### src/rtl/bec_pkg.sv
`default_nettype none

package bec_pkg;

    localparam int BUTTON_COUNT = 4;
    localparam int COUNT_WIDTH  = 16;
    localparam int CFG_BUTTONS  = 4;
    localparam int PIN_COUNT    = 4;
    localparam int TIME_WIDTH   = 16;
    localparam int MODE_WIDTH   = 2;
    localparam int IDX_WIDTH    = 2;
    localparam int CFG_DATA_W   = 64;

    typedef logic [COUNT_WIDTH-1:0] count_t;
    typedef logic [3:0]             ev_t;

    localparam count_t COUNT_MAX = '1;

    // event flag bit positions
    localparam int EV_PRESSED  = 0;
    localparam int EV_TAP      = 1;
    localparam int EV_RELEASED = 2;
    localparam int EV_LONG     = 3;

    typedef enum logic [2:0] {
        REQ_TICK     = 3'd0,
        REQ_PRESSED  = 3'd1,
        REQ_TAP      = 3'd2,
        REQ_RELEASED = 3'd3,
        REQ_LONG     = 3'd4
    } req_t;

    typedef enum logic [1:0] {
        MODE_PLAIN  = 2'd0,
        MODE_LONG   = 2'd1,
        MODE_REPEAT = 2'd2
    } mode_t;

    typedef enum logic [1:0] {
        CFG_ENABLE       = 2'd0,
        CFG_MODES        = 2'd1,
        CFG_LONG_TIMES   = 2'd2,
        CFG_REPEAT_TIMES = 2'd3
    } cfg_idx_t;

    typedef struct packed {
        logic                  tick;
        logic                  down;
        logic [MODE_WIDTH-1:0] mode;
        count_t                long_t;
        count_t                rep_t;
        ev_t                   clr;
    } btn_ctrl_t;

    function automatic count_t to_count(input logic [TIME_WIDTH-1:0] v);
        return count_t'(v);
    endfunction

endpackage

`default_nettype wire

### src/rtl/bec_button.sv
`default_nettype none

module bec_button
    import bec_pkg::*;
(
    input  wire logic      clk,
    input  wire logic      rst_n,
    input  wire btn_ctrl_t ctrl,
    output ev_t            flags
);

    count_t count_reg;
    count_t count_next;
    logic   held_reg;
    logic   held_next;
    ev_t    flags_reg;
    ev_t    flags_next;

    count_t count_inc;
    logic   sat;
    logic   long_hit;
    logic   rep_hit;

    assign count_inc = count_t'(count_reg + 1'b1);
    assign sat       = (count_reg == COUNT_MAX);
    assign long_hit  = (ctrl.mode == MODE_LONG) && !sat && (ctrl.long_t != '0) &&
                       (count_inc == ctrl.long_t);
    assign rep_hit   = (ctrl.mode == MODE_REPEAT) && !sat && (ctrl.rep_t != '0) &&
                       (count_inc == ctrl.rep_t);

    always_comb
    begin
        count_next = count_reg;
        held_next  = held_reg;
        flags_next = flags_reg & ~ctrl.clr;
        if (ctrl.tick)
        begin
            if (held_reg && !ctrl.down)
            begin
                // release edge
                flags_next[EV_TAP]      = (count_reg < ctrl.long_t);
                flags_next[EV_RELEASED] = 1'b1;
                flags_next[EV_PRESSED]  = 1'b0;
                count_next              = '0;
                held_next               = 1'b0;
            end
            else if (ctrl.down)
            begin
                if ((ctrl.mode == MODE_LONG || ctrl.mode == MODE_REPEAT) && !sat)
                begin
                    count_next = count_inc;
                end
                if (long_hit)
                begin
                    flags_next[EV_LONG] = 1'b1;
                end
                else if (rep_hit)
                begin
                    flags_next[EV_PRESSED] = 1'b1;
                    count_next             = '0;
                end
                else if (!held_reg)
                begin
                    flags_next[EV_RELEASED] = 1'b0;
                    flags_next[EV_PRESSED]  = 1'b1;
                    held_next               = 1'b1;
                end
            end
        end
    end

    always_ff @(posedge clk or negedge rst_n)
    begin
        if (!rst_n)
        begin
            count_reg <= '0;
            held_reg  <= 1'b0;
            flags_reg <= '0;
        end
        else
        begin
            count_reg <= count_next;
            held_reg  <= held_next;
            flags_reg <= flags_next;
        end
    end

    assign flags = flags_reg;

endmodule

`default_nettype wire

### src/rtl/button_event_classifier_core.sv
`default_nettype none

// channel  signals                                   direction  accepted when
// in       req_type, pin_levels, button_index        input      in_valid & in_ready
// out      flag                                      output     out_valid & out_ready
// cfg      cfg_index, cfg_data                       input      cfg_valid & cfg_ready
//
// One item per cycle sustained while out_ready stays high; an item passes from accept to flag
// through the input register, then updates the button state into the result register.
// All button state changes when an item leaves the input register, so results keep order.
// in_ready drops only while the result register is full and out_ready is low.
// rst_n clears configuration, counters, held and event flags; cfg is always ready.

module button_event_classifier_core
    import bec_pkg::*;
(
    input  wire logic                  clk,
    input  wire logic                  rst_n,
    input  wire logic                  in_valid,
    output logic                       in_ready,
    input  wire logic [2:0]            req_type,
    input  wire logic [PIN_COUNT-1:0]  pin_levels,
    input  wire logic [IDX_WIDTH-1:0]  button_index,
    output logic                       out_valid,
    input  wire logic                  out_ready,
    output logic                       flag,
    input  wire logic                  cfg_valid,
    output logic                       cfg_ready,
    input  wire logic [1:0]            cfg_index,
    input  wire logic [CFG_DATA_W-1:0] cfg_data
);

    logic [CFG_BUTTONS-1:0]              enable_reg;
    logic [MODE_WIDTH*CFG_BUTTONS-1:0]   modes_reg;
    logic [TIME_WIDTH*CFG_BUTTONS-1:0]   long_times_reg;
    logic [TIME_WIDTH*CFG_BUTTONS-1:0]   repeat_times_reg;

    logic                 s1_valid_reg;
    logic [2:0]           s1_req_reg;
    logic [PIN_COUNT-1:0] s1_pins_reg;
    logic [IDX_WIDTH-1:0] s1_idx_reg;

    logic out_valid_reg;
    logic flag_reg;
    logic flag_next;
    logic suppress_reg;
    logic suppress_next;

    logic                    advance;
    logic                    is_tick;
    ev_t                     qmask;
    logic [BUTTON_COUNT-1:0] hit;

    assign cfg_ready = 1'b1;
    assign advance   = s1_valid_reg && (!out_valid_reg || out_ready);
    assign in_ready  = !s1_valid_reg || advance;

    always_ff @(posedge clk or negedge rst_n)
    begin
        if (!rst_n)
        begin
            enable_reg       <= '0;
            modes_reg        <= '0;
            long_times_reg   <= '0;
            repeat_times_reg <= '0;
        end
        else if (cfg_valid)
        begin
            unique case (cfg_idx_t'(cfg_index))
                CFG_ENABLE:       enable_reg       <= cfg_data[CFG_BUTTONS-1:0];
                CFG_MODES:        modes_reg        <= cfg_data[MODE_WIDTH*CFG_BUTTONS-1:0];
                CFG_LONG_TIMES:   long_times_reg   <= cfg_data[TIME_WIDTH*CFG_BUTTONS-1:0];
                CFG_REPEAT_TIMES: repeat_times_reg <= cfg_data[TIME_WIDTH*CFG_BUTTONS-1:0];
                default:          enable_reg       <= enable_reg;
            endcase
        end
    end

    // input register
    always_ff @(posedge clk or negedge rst_n)
    begin
        if (!rst_n)
        begin
            s1_valid_reg <= 1'b0;
        end
        else if (in_ready)
        begin
            s1_valid_reg <= in_valid;
        end
    end

    always_ff @(posedge clk)
    begin
        if (in_valid && in_ready)
        begin
            s1_req_reg  <= req_type;
            s1_pins_reg <= pin_levels;
            s1_idx_reg  <= button_index;
        end
    end

    // request decode
    always_comb
    begin
        is_tick = 1'b0;
        qmask   = '0;
        unique case (req_t'(s1_req_reg))
            REQ_TICK:     is_tick = 1'b1;
            REQ_PRESSED:  qmask[EV_PRESSED] = 1'b1;
            REQ_TAP:      qmask[EV_TAP] = 1'b1;
            REQ_RELEASED:
            begin
                if (!suppress_reg)
                    qmask[EV_RELEASED] = 1'b1;
            end
            REQ_LONG:     qmask[EV_LONG] = 1'b1;
            default:      is_tick = 1'b0;
        endcase
    end

    always_comb
    begin
        suppress_next = suppress_reg;
        if (s1_req_reg == REQ_RELEASED && suppress_reg)
            suppress_next = 1'b0;
        else if (s1_req_reg == REQ_LONG && |hit)
            suppress_next = 1'b1;
        flag_next = |hit;
    end

    genvar i;
    generate
        for (i = 0; i < BUTTON_COUNT; i++)
        begin : g_btn
            logic                  en;
            logic                  sel;
            logic                  down;
            logic [MODE_WIDTH-1:0] mode;
            count_t                long_t;
            count_t                rep_t;
            btn_ctrl_t             ctrl;
            ev_t                   flags;

            if (i < CFG_BUTTONS)
            begin : g_cfg
                assign en     = enable_reg[i];
                assign mode   = modes_reg[MODE_WIDTH*i +: MODE_WIDTH];
                assign long_t = to_count(long_times_reg[TIME_WIDTH*i +: TIME_WIDTH]);
                assign rep_t  = to_count(repeat_times_reg[TIME_WIDTH*i +: TIME_WIDTH]);
            end
            else
            begin : g_nocfg
                assign en     = 1'b0;
                assign mode   = MODE_PLAIN;
                assign long_t = '0;
                assign rep_t  = '0;
            end

            if (i < PIN_COUNT)
            begin : g_pin
                assign down = !s1_pins_reg[i];
            end
            else
            begin : g_nopin
                assign down = 1'b1;
            end

            if (i < (1 << IDX_WIDTH))
            begin : g_sel
                assign sel = (s1_idx_reg == IDX_WIDTH'(i));
            end
            else
            begin : g_nosel
                assign sel = 1'b0;
            end

            always_comb
            begin
                ctrl.tick   = advance && is_tick && en;
                ctrl.down   = down;
                ctrl.mode   = mode;
                ctrl.long_t = long_t;
                ctrl.rep_t  = rep_t;
                ctrl.clr    = (advance && en && sel) ? qmask : '0;
            end

            assign hit[i] = en && sel && |(flags & qmask);

            bec_button u_button
            (
                .clk   (clk),
                .rst_n (rst_n),
                .ctrl  (ctrl),
                .flags (flags)
            );
        end
    endgenerate

    // result register
    always_ff @(posedge clk or negedge rst_n)
    begin
        if (!rst_n)
        begin
            out_valid_reg <= 1'b0;
            suppress_reg  <= 1'b0;
        end
        else
        begin
            if (advance)
            begin
                out_valid_reg <= 1'b1;
                suppress_reg  <= suppress_next;
            end
            else if (out_ready)
            begin
                out_valid_reg <= 1'b0;
            end
        end
    end

    always_ff @(posedge clk)
    begin
        if (advance)
        begin
            flag_reg <= flag_next;
        end
    end

    assign out_valid = out_valid_reg;
    assign flag      = flag_reg;

endmodule

`default_nettype wire

### config.mk
export PLATFORM = sky130hd
export DESIGN_NAME = button_event_classifier_core
export DESIGN_NICKNAME = d
export VERILOG_FILES = /design/src/rtl/bec_pkg.sv /design/src/rtl/bec_button.sv /design/src/rtl/button_event_classifier_core.sv
export SDC_FILE = /design/constraint.sdc
export NUM_CORES = 1
export LEC_CHECK = 0
export ABC_AREA = 1
export BUFFER_PORTS_ARGS = -buffer_cell sky130_fd_sc_hd__buf_4
export CAP_MARGIN = 20
export CORE_MARGIN = 5
export CORE_UTILIZATION = 45
export CTS_CLUSTER_SIZE = 20
export DETAILED_ROUTE_END_ITERATION = 10
export PLACE_DENSITY_LB_ADDON = 0.2
export SLEW_MARGIN = 20
export SYNTH_ARGS = -nofsm -noshare
export SYNTH_HDL_FRONTEND = slang
export SYNTH_HIERARCHICAL = 1
export SYNTH_SLANG_ARGS = --single-unit
### constraint.sdc
create_clock -name clk -period 5.2 [get_ports clk]
set_input_delay 1.04 -clock clk [delete_from_list [all_inputs] [get_ports clk]]
set_output_delay 1.04 -clock clk [all_outputs]
set_load 0.01 [all_outputs]
After elaboration in Yosys (flattened, before gate mapping)
Index checks and enable logic that the tools add are counted.

Register bits: 237. Word-level logic and storage cells: 291. Input port bits: 80. Output and inout port bits: 4.

Mux-type cells: 106. Add/subtract/negate cells: 4. Equal/unequal tests: 42. Bitwise operators: 12. Reductions and logical operators: 100. $lt $le $gt $ge: 4.

Operators with widths (number): $mux 16 (20); $eq 16x16->1 (8); $reduce_bool 16->1 (8); $mux 1 (74); $add 16x1->16 const B (4); $eq 16x16->1 const B (4); $lt 16x16->1 (4); $logic_and 1x1->1 (57); $and 4x4->4 (8); $mux 4 (8); $reduce_or 4->1 (5); $reduce_and 2->1 (9); $eq 2x2->1 const B (8); $ne 2x2->1 const B (8); $not 4->4 (4); $reduce_and 4->1 (4); $eq 2x1->1 const B (6); $mux 2 (4); $ne 2x1->1 const B (4); $eq 3x2->1 const B (2); $logic_not 1->1 (6); $logic_or 1x1->1 (6); $logic_not 2->1 (2); $reduce_bool 2->1 (2); other kinds (3) (3).

Longest topological paths before layout
Gate-level depths: netlist of run 1.

Word-level depth: 14. Mapped depth: 18. Depth with buffers taken out: 16.

By module
The synthesis of run 1 kept the hierarchy.

By module, submodules not included: button_event_classifier_core (cells an instance 641, area an instance 5963.2 um2, seq. area each 3878.7 um2, times used 1); bec_button (g_btn[1].u_button ...) (cells an instance 462, area an instance 2716.4 um2, seq. area each 525.5 um2, times used 2); bec_button (g_btn[0].u_button) (cells an instance 534, area an instance 3161.8 um2, seq. area each 525.5 um2, times used 1); bec_button (g_btn[3].u_button) (cells an instance 527, area an instance 2937.8 um2, seq. area each 525.5 um2, times used 1).

Worst setup path before layout of run 1
OpenSTA, ideal clock, no wires.

Path type: input -> register. Start point: input out_ready. End point: register g_btn[3].u_button.count_reg[1]. Stages: 11. Path slack: 2699 ps. Required time: 5083 ps. Setup time: 117 ps. Arrival: 2383 ps. Buffers on the path: 0. Cells stage by stage: inv_1 nand2_1 nand2_1 clkinv_1 nand3_1 nor2_1 inv_1 a21oi_1 clkinv_1 nand2_1 nand2_1.

RTL lines: start: declaration (RTL line button_event_classifier_core.sv:25) `input wire logic out_ready,`; end signal: assignment (RTL line bec_button.sv:82) `count_reg <= count_next;`; end: declaration (RTL line bec_button.sv:12) `count_t count_reg;`.

Final worst setup path of run 1
Start point: register g_btn[0].u_button.count_reg[0]. End point: register g_btn[0].u_button.count_reg[7].

Word-level cells in the longest chain between the ends: 9. Elaborated cells between the ends (all ways): 17. Classes of those cells: add/sub (1); eq/ne (3); mux (5); reduce/logical (8).

RTL lines: start: declaration (RTL line bec_button.sv:12); start signal: assignment (RTL line bec_button.sv:82); branches (longest 6 deep; another with $add 16x1->16); $mux 16 * (RTL line bec_button.sv:53) `if (long_hit)`; $mux 16 * (RTL line bec_button.sv:47) `else if (ctrl.down)`; $mux 16 * (RTL line bec_button.sv:38) `if (held_reg && !ctrl.down)`.

Every way passes the cells marked *. The select of a mux whose other input is x is not followed. A chain may end at the register's enable or synchronous reset.

==> results of run 1 <==
## Yosys cell counts, drive strengths merged, types with 3 or more instances
master and instances:
nand4 51, dfrtp 227, xor2 12, inv 365
clkinv 3, nand3b 16, nand2 924, nor3 16
xnor2 3, clkbuf 31, a211oi 6, buf 24
nand3 265, nor4 4, o211ai 6, edfxtp 10
xnor3 3, nor2 279, a21oi 67, o21ai 224
ha 76
## worst max-delay path: stages, from the launching register on
cell and delay, ns:
dfrtp_1 0.46, ha_1 0.32, nand3_2 0.20, nor2_2 0.18, nand4_1 0.23, nand2_1 0.61, inv_1 0.30, o21ai_0 0.29
nand3_2 0.10, nand2_2 0.08
## path summary, 6_finish.rpt
check,start,to,slack [ns],cells after the start
setup / recovery,g_btn[0].u_button/count_reg[0],g_btn[0].u_button/count_reg[7],2.37,9
hold / removal,rst_n,long_times_reg[38],0.36,1
setup reg to reg,g_btn[0].u_button/count_reg[0],g_btn[0].u_button/count_reg[7],2.37,9
hold reg to reg,long_times_reg[17],long_times_reg[17],0.49,2
max in group asynchronous,rst_n,repeat_times_reg[1],3.51,3
min in group clk,long_times_reg[17],long_times_reg[17],0.49,2
## kinds of logic (layout without fill, tap and decap cells)
family | Yosys count | after routing
simple gates | 1558 | 1558
buf+inv | 424 | 510
compound gates | 310 | 310
flops | 237 | 237
fa+ha+maj | 76 | 76
xor+xnor | 20 | 20
other cells | 1 | 1
## area by class of cell
cell class | count | area, µm² | share of cell area [%]
Multi-Input combinational cell | 1965 | 9846 | 50.45
Inverter | 368 | 1383 | 7.084
Clock inverter | 17 | 209.0 | 1.071
Tap cell | 518 | 648.1 | 3.321
Clock buffer | 32 | 724.4 | 3.712
Timing Repair Buffer | 93 | 725.7 | 3.718
Sequential cell | 237 | 5981 | 30.65
## power groups by stage
| stage | sequential (W) | clock [W] | combinational (W) |
|---|---|---|---|
| floorplan | 0.00241 | 0 | 0.00131 |
| global placement | 0.00254 | 0 | 0.00175 |
| detailed placement | 0.00254 | 0 | 0.00179 |
| CTS | 0.00251 | 0.00209 | 0.00180 |
| global route | 0.00256 | 0.00215 | 0.00208 |
| finish | 0.00252 | 0.00204 | 0.00181 |
## routing by layer
layer	GRT usage [%]	share of wire (%)
met5	0	0
met4	6.954	3.3
met3	3.101	4.7
met2	38.25	46
met1	32.64	46
## stage by stage
stage          cells  power [W]  utilization [%]
2_1_floorplan   2626   0.003721                -
3_3_place_gp    3180   0.004285            48.12
3_5_place_dp    3180   0.004327            48.12
4_1_cts         3229   0.006404            50.55
5_1_grt         3230   0.006801            50.62
6_report        3230   0.006366            50.62
==> flow_metrics.py, run 1 <==
metrics = {
    "clocking": {
        "clock_latency_ns": 0.57,
        "cts_buffers": 27,
        "cts.sinks": 237,
        "cts_tree": "built",
        "cts_max_level": 1,
        "hold_buffers": 0,
        "postCtsSetupBuffers": 0,
        "clockBufferDepth": 3,
        "cts_root_buffer": "clkbuf_16",
        "cts_resized": 0,
        "path_clk_slew_ns": 0.06,
    },
    "sta": {
        "setup_violations": 0,
        "worstMarginPinSlew_ns": 0.9150,
        "clock_skew_ns": 0.01865,
        "rsz0062_at_grt": "no",
        "timing.final.ws_setup_ns": 2.366,
        "fin_hold_ws_ns": 0.3640,
        "timing.slew.headroom_pct": 39.00,
        "fin_tns_setup_ns": 0,
        "finalHoldViolCount": 0,
        "slew_viol_final": 0,
        "fmax_ghz": 0.3529,
        "fin_crit_ns": 2.834,
        "fin_crit_sh_pct": 54.50,
    },
    "synthesis": {
        "synthDistinctLibCells": 49,
        "synth_compound_area_share_pct": 9.204,
        "synth.area.top_cells": "dfrtp_1 (32%), nand2_1 (19%), inv_1 (7.6%), nand3_1 (6.7%), o21ai_0 (6.2%)",
        "synth_ff_type": "dfrtp_1",
        "syn_inst": 2626,
        "synth_area_um2": 17500,
        "yosys_warnings": 6,
        "synthXorXnorAreaFrac_pct": 1.452,
        "ys_ff_latch": 237,
        "synthAdderAreaFrac_pct": 5.435,
        "synth_top_area_share_pct": 32.47,
        "synthMuxAreaShare_pct": 0,
        "synth_top_family_by_area": "simple AND/OR/NAND/NOR gates",
        "syn_avg_cell_area_um2": 6.662,
        "synth_fp_nets": 2782,
        "synth_edf_count": 10,
        "ys_seq_area_share_pct": 34.18,
        "synthSimpleGateAreaFrac_pct": 40.02,
        "async_reset_ff_share_pct": 95.78,
        "synth.largest_area_cell": "dfrtp_1",
    },
    "global_routing": {
        "grt_pass1_wl_um": 83920,
        "first_global_vias": 16040,
        "grt-ovfl-total": 0,
        "track_usage_pct": 23.40,
        "antenna_found_initial": 0,
        "grt_max_degree": 123,
    },
    "final_layout": {
        "layout_commonest_cell": "nand2_1",
        "antennaDiodeCount": 0,
        "syn_to_final_growth_pct": 11.55,
        "drive_above_1_share_pct": 10.73,
        "final_cell_mix": "nand2_1 (868), inv_1 (354), nor2_1 (238)",
        "fill_cells": 3977,
        "layout.nets": 2848,
        "final_area_um2": 19520,
    },
    "route": {
        "drcViolationCount": 0,
        "avgRoutedWirePerCell_um": 15.87,
        "ant_nets": 0,
        "dr.pass1.iters": 6,
        "num_vias": 16950,
        "wirelength_um": 51270,
        "drtIter0Drc": 1030,
        "vias_per_cell": 5.247,
    },
    "flow_run": {
        "maxCapViolCount": 0,
    },
    "pwr": {
        "combPwrFrac_pct": 28.4,
        "p_per_area_nw_per_um2": 326.2,
        "switching_share_pct": 37.40,
        "switchingPower_w": 0.002381,
        "irDropWorstVdd_v": 0.0002141,
        "pwr-share-clk_pct": 32.0,
        "p_leak_nw": 10.01,
        "power.internal_w": 0.003985,
        "p_seq_share_pct": 39.6,
    },
    "critical_path": {
        "worst_setup_path_start_kind": "flop",
        "cp.required_ns": 5.71,
        "critPathMaxFanout": 22,
        "critical_path_class": "reg2reg",
        "critPathCaptureType": "flop",
        "critPathArrivalTime_ns": 3.34,
    },
    "floorplanning": {
        "die-area_um2": 42920,
        "start_util_pct": 45.38,
        "rows": 72,
        "pin_count": 84,
        "die_w_um": 207.2,
        "die_h_um": 207.2,
        "core_area_um2": 38560,
    },
    "run_status": {
        "status": "finished, final reports clean",
    },
    "placed_design": {
        "placement.cell_area_um2": 18560,
        "portBuffers": 82,
        "dp_hpwl_um": 38930,
        "gp_congestion": 0.9787,
        "pre_cts_ws_ns": 1.971,
    },
    "min_path": {
        "hp-class": "in2async",
    },
}
Power figures use the tool's default switching activity.
==> inputs of run 2 (changes only) <==
==> constraint.sdc (replaced) <==
create_clock -name clk -period 2.8 [get_ports clk]
set_input_delay 0.56 -clock clk [delete_from_list [all_inputs] [get_ports clk]]
set_output_delay 0.56 -clock clk [all_outputs]
set_load 0.01 [all_outputs]
==> run 2 against run 1 <==
  * Via count increased by 0.62%
  * Clock power increased by 83%
  * Worst hold slack got worse by 0.20 ns
  * Utilization increased by 0.49 points
  * Wire length increased by 1.8%
  * First-iteration DRC count increased by 17%
  * Count of clock-buffer cells in the layout increased by 5
  * Die area unchanged
  * Fmax increased by 9.5%
  * Power increased by 86%
  * Critical path type unchanged
  * Largest cell class unchanged
==> flow_metrics.py, run 2 (same netlist as run 1, synthesis figures left out) <==
metrics = {
    "critical_path": {
        "critPathArrivalTime_ns": 3.10,
        "crit_path_frequent_cell": "nand2_1",
        "r2r-end": "g_btn[3].u_button/count_reg[3]",
        "path_delay_family": "simple AND/OR/NAND/NOR gates",
        "critPathMaxStageDelay_ns": 0.46,
        "cp.required_ns": 3.31,
        "r2r_cells": 15,
        "critPathMaxFanout": 12,
        "critPathCaptureType": "flop",
        "worstReg2RegStart": "g_btn[3].u_button/count_reg[0]",
        "worst_setup_path_start_kind": "flop",
        "critical_path_class": "reg2reg",
        "critPathBufInv": 1,
        "ff2ff_setup_slack_ns": 0.21,
        "slowest_stage": "dfrtp_1",
        "crit_chain": "ha_2 -> nand3_2 -> inv_2 -> nand2_1 -> nand2_2 -> nand2_2 -> nand2_1 -> nand2_1 -> nor2_1 -> nand2_1 -> nor2_1 -> nand3_2 -> nand3_4 -> nand3_1 -> nand2_1",
    },
    "floorplanning": {
        "pin_count": 84,
        "core_area_um2": 38560,
        "start_util_pct": 45.38,
        "die_h_um": 207.2,
        "rows": 72,
        "die_w_um": 207.2,
        "die-area_um2": 42920,
    },
    "sta": {
        "fin_crit_sh_pct": 92.46,
        "fin_crit_ns": 2.589,
        "finalHoldViolCount": 0,
        "timing.slew.headroom_pct": 53.60,
        "slew_viol_final": 0,
        "fin_tns_setup_ns": 0,
        "rsz0062_at_grt": "no",
        "fmax_ghz": 0.3863,
        "worstMarginPinSlew_ns": 0.6960,
        "clock_skew_ns": 0.008817,
        "setup_violations": 0,
    },
    "clocking": {
        "cts_tree": "built",
        "cts_buffers": 29,
        "cts.sinks": 237,
        "cts_root_buffer": "clkbuf_16",
        "path_clk_slew_ns": 0.06,
        "cts_max_level": 1,
        "clock_latency_ns": 0.57,
        "clockBufferDepth": 3,
    },
    "final_layout": {
        "drive_above_1_share_pct": 11.28,
        "layout.nets": 2865,
        "final_cell_mix": "nand2_1 (868), inv_1 (354), nor2_1 (238)",
        "layout_commonest_cell": "nand2_1",
        "antennaDiodeCount": 0,
        "syn_to_final_growth_pct": 12.62,
    },
    "global_routing": {
        "track_usage_pct": 23.63,
        "grt-ovfl-total": 0,
        "grt_max_degree": 107,
        "grt_pass1_wl_um": 84500,
        "first_global_vias": 16180,
        "antenna_found_initial": 0,
    },
    "route": {
        "ant_nets": 0,
        "vias_per_cell": 5.248,
        "dr.pass1.iters": 6,
        "wirelength_um": 52200,
        "drtIter0Drc": 1208,
        "num_vias": 17050,
        "avgRoutedWirePerCell_um": 16.07,
        "drcViolationCount": 0,
    },
    "min_path": {
        "hp-class": "in2reg",
        "hp-start": "pin_levels[1]",
        "whs_path_depth": 1,
        "hold_end": "s1_pins_reg[1]",
    },
    "flow_run": {
        "maxCapViolCount": 0,
    },
    "pwr": {
        "total_power_w": 0.01183,
        "p_per_area_nw_per_um2": 600.2,
        "p_leak_nw": 10.09,
        "irDropWorstVdd_v": 0.0004323,
    },
    "run_status": {
        "status": "finished, final reports clean",
    },
    "placed_design": {
        "portBuffers": 82,
        "dp_hpwl_um": 40100,
        "gp_congestion": 0.9704,
    },
}
## run 2: where the power goes
group          switching [W]  leakage (nW)  internal [W]
logic                0.00219          6.65       0.00123
registers           0.000680          2.97       0.00399
clock network        0.00153         0.462       0.00221
total                0.00440          10.1       0.00743
## run 2: layer usage
metal / share of wire [%] / vias to the layer above / track usage [%]
li1: - / 8555 / -
met1: 45 / 7915 / 32.44
met2: 47 / 481 / 39.29
met3: 5.2 / 101 / 3.011
met4: 3.2 / 0 / 7.068
met5: 0 / - / 0
## run 2: worst max path at each step
stage | endpoint | cells after the start | slack [ns] | startpoint
global placement | g_btn[0].u_button/count_reg[11] | 15 | 0.18 | g_btn[0].u_button/count_reg[0]
global route | g_btn[0].u_button/count_reg[4] | 15 | 0.005 | g_btn[0].u_button/count_reg[0]
detailed placement | g_btn[0].u_button/count_reg[9] | 14 | 0.13 | g_btn[0].u_button/count_reg[0]
floorplan | g_btn[0].u_button/count_reg[4] | 15 | 0.73 | g_btn[0].u_button/count_reg[0]
CTS | g_btn[0].u_button/count_reg[0] | 14 | 0.13 | g_btn[0].u_button/count_reg[0]
finish | g_btn[3].u_button/count_reg[3] | 15 | 0.21 | g_btn[3].u_button/count_reg[0]
## run 2: layout make-up
cell class	instances	area, µm²
well taps	518	648.1
clock inverters	16	145.1
multi-input cells	1965	9858
fillers	3999	18850
repair buffers	108	883.3
clock buffers	37	805.8
flip-flops and latches	237	5981
inverters	368	1383
## run 2: repair_timing
| action | 4_1_cts | 5_1_grt |
|---|---|---|
| setup endpoints to repair | 0 | 28 |
| gates resized for setup | 0 | 3 |
| endpoints found under the hold margin | 63 | 0 |
| hold buffers | 1 | 0 |
| buffers inserted | 0 | 0 |
## run 2: metrics by stage
stage | cells | cell area, µm² | setup slack [ns] | hold slack (ns) | util (%)
final | 3249 | 19700 | 0.2110 | 0.1677 | 51.10
after global routing | 3249 | 19700 | 0.004837 | 0.1517 | 51.10
after CTS | 3249 | 19690 | 0.1273 | 0.1427 | 51.07
after detailed placement | 3195 | 18730 | 0.1285 | 0.4809 | 48.58
after global placement | 3195 | 18730 | 0.1779 | 0.4737 | 48.58
after floorplan | 2626 | 17500 | 0.7309 | 0.2644 | -
## run 2: worst register-to-register path, cell delays in order, from the launching register on
cell and delay [ns]:
dfrtp_1 0.46, ha_2 0.28, nand3_2 0.17, inv_2 0.14, nand2_1 0.07, nand2_2 0.08
nand2_2 0.09, nand2_1 0.10, nand2_1 0.07, nor2_1 0.24, nand2_1 0.08, nor2_1 0.11
nand3_2 0.17, nand3_4 0.26, nand3_1 0.11, nand2_1 0.09
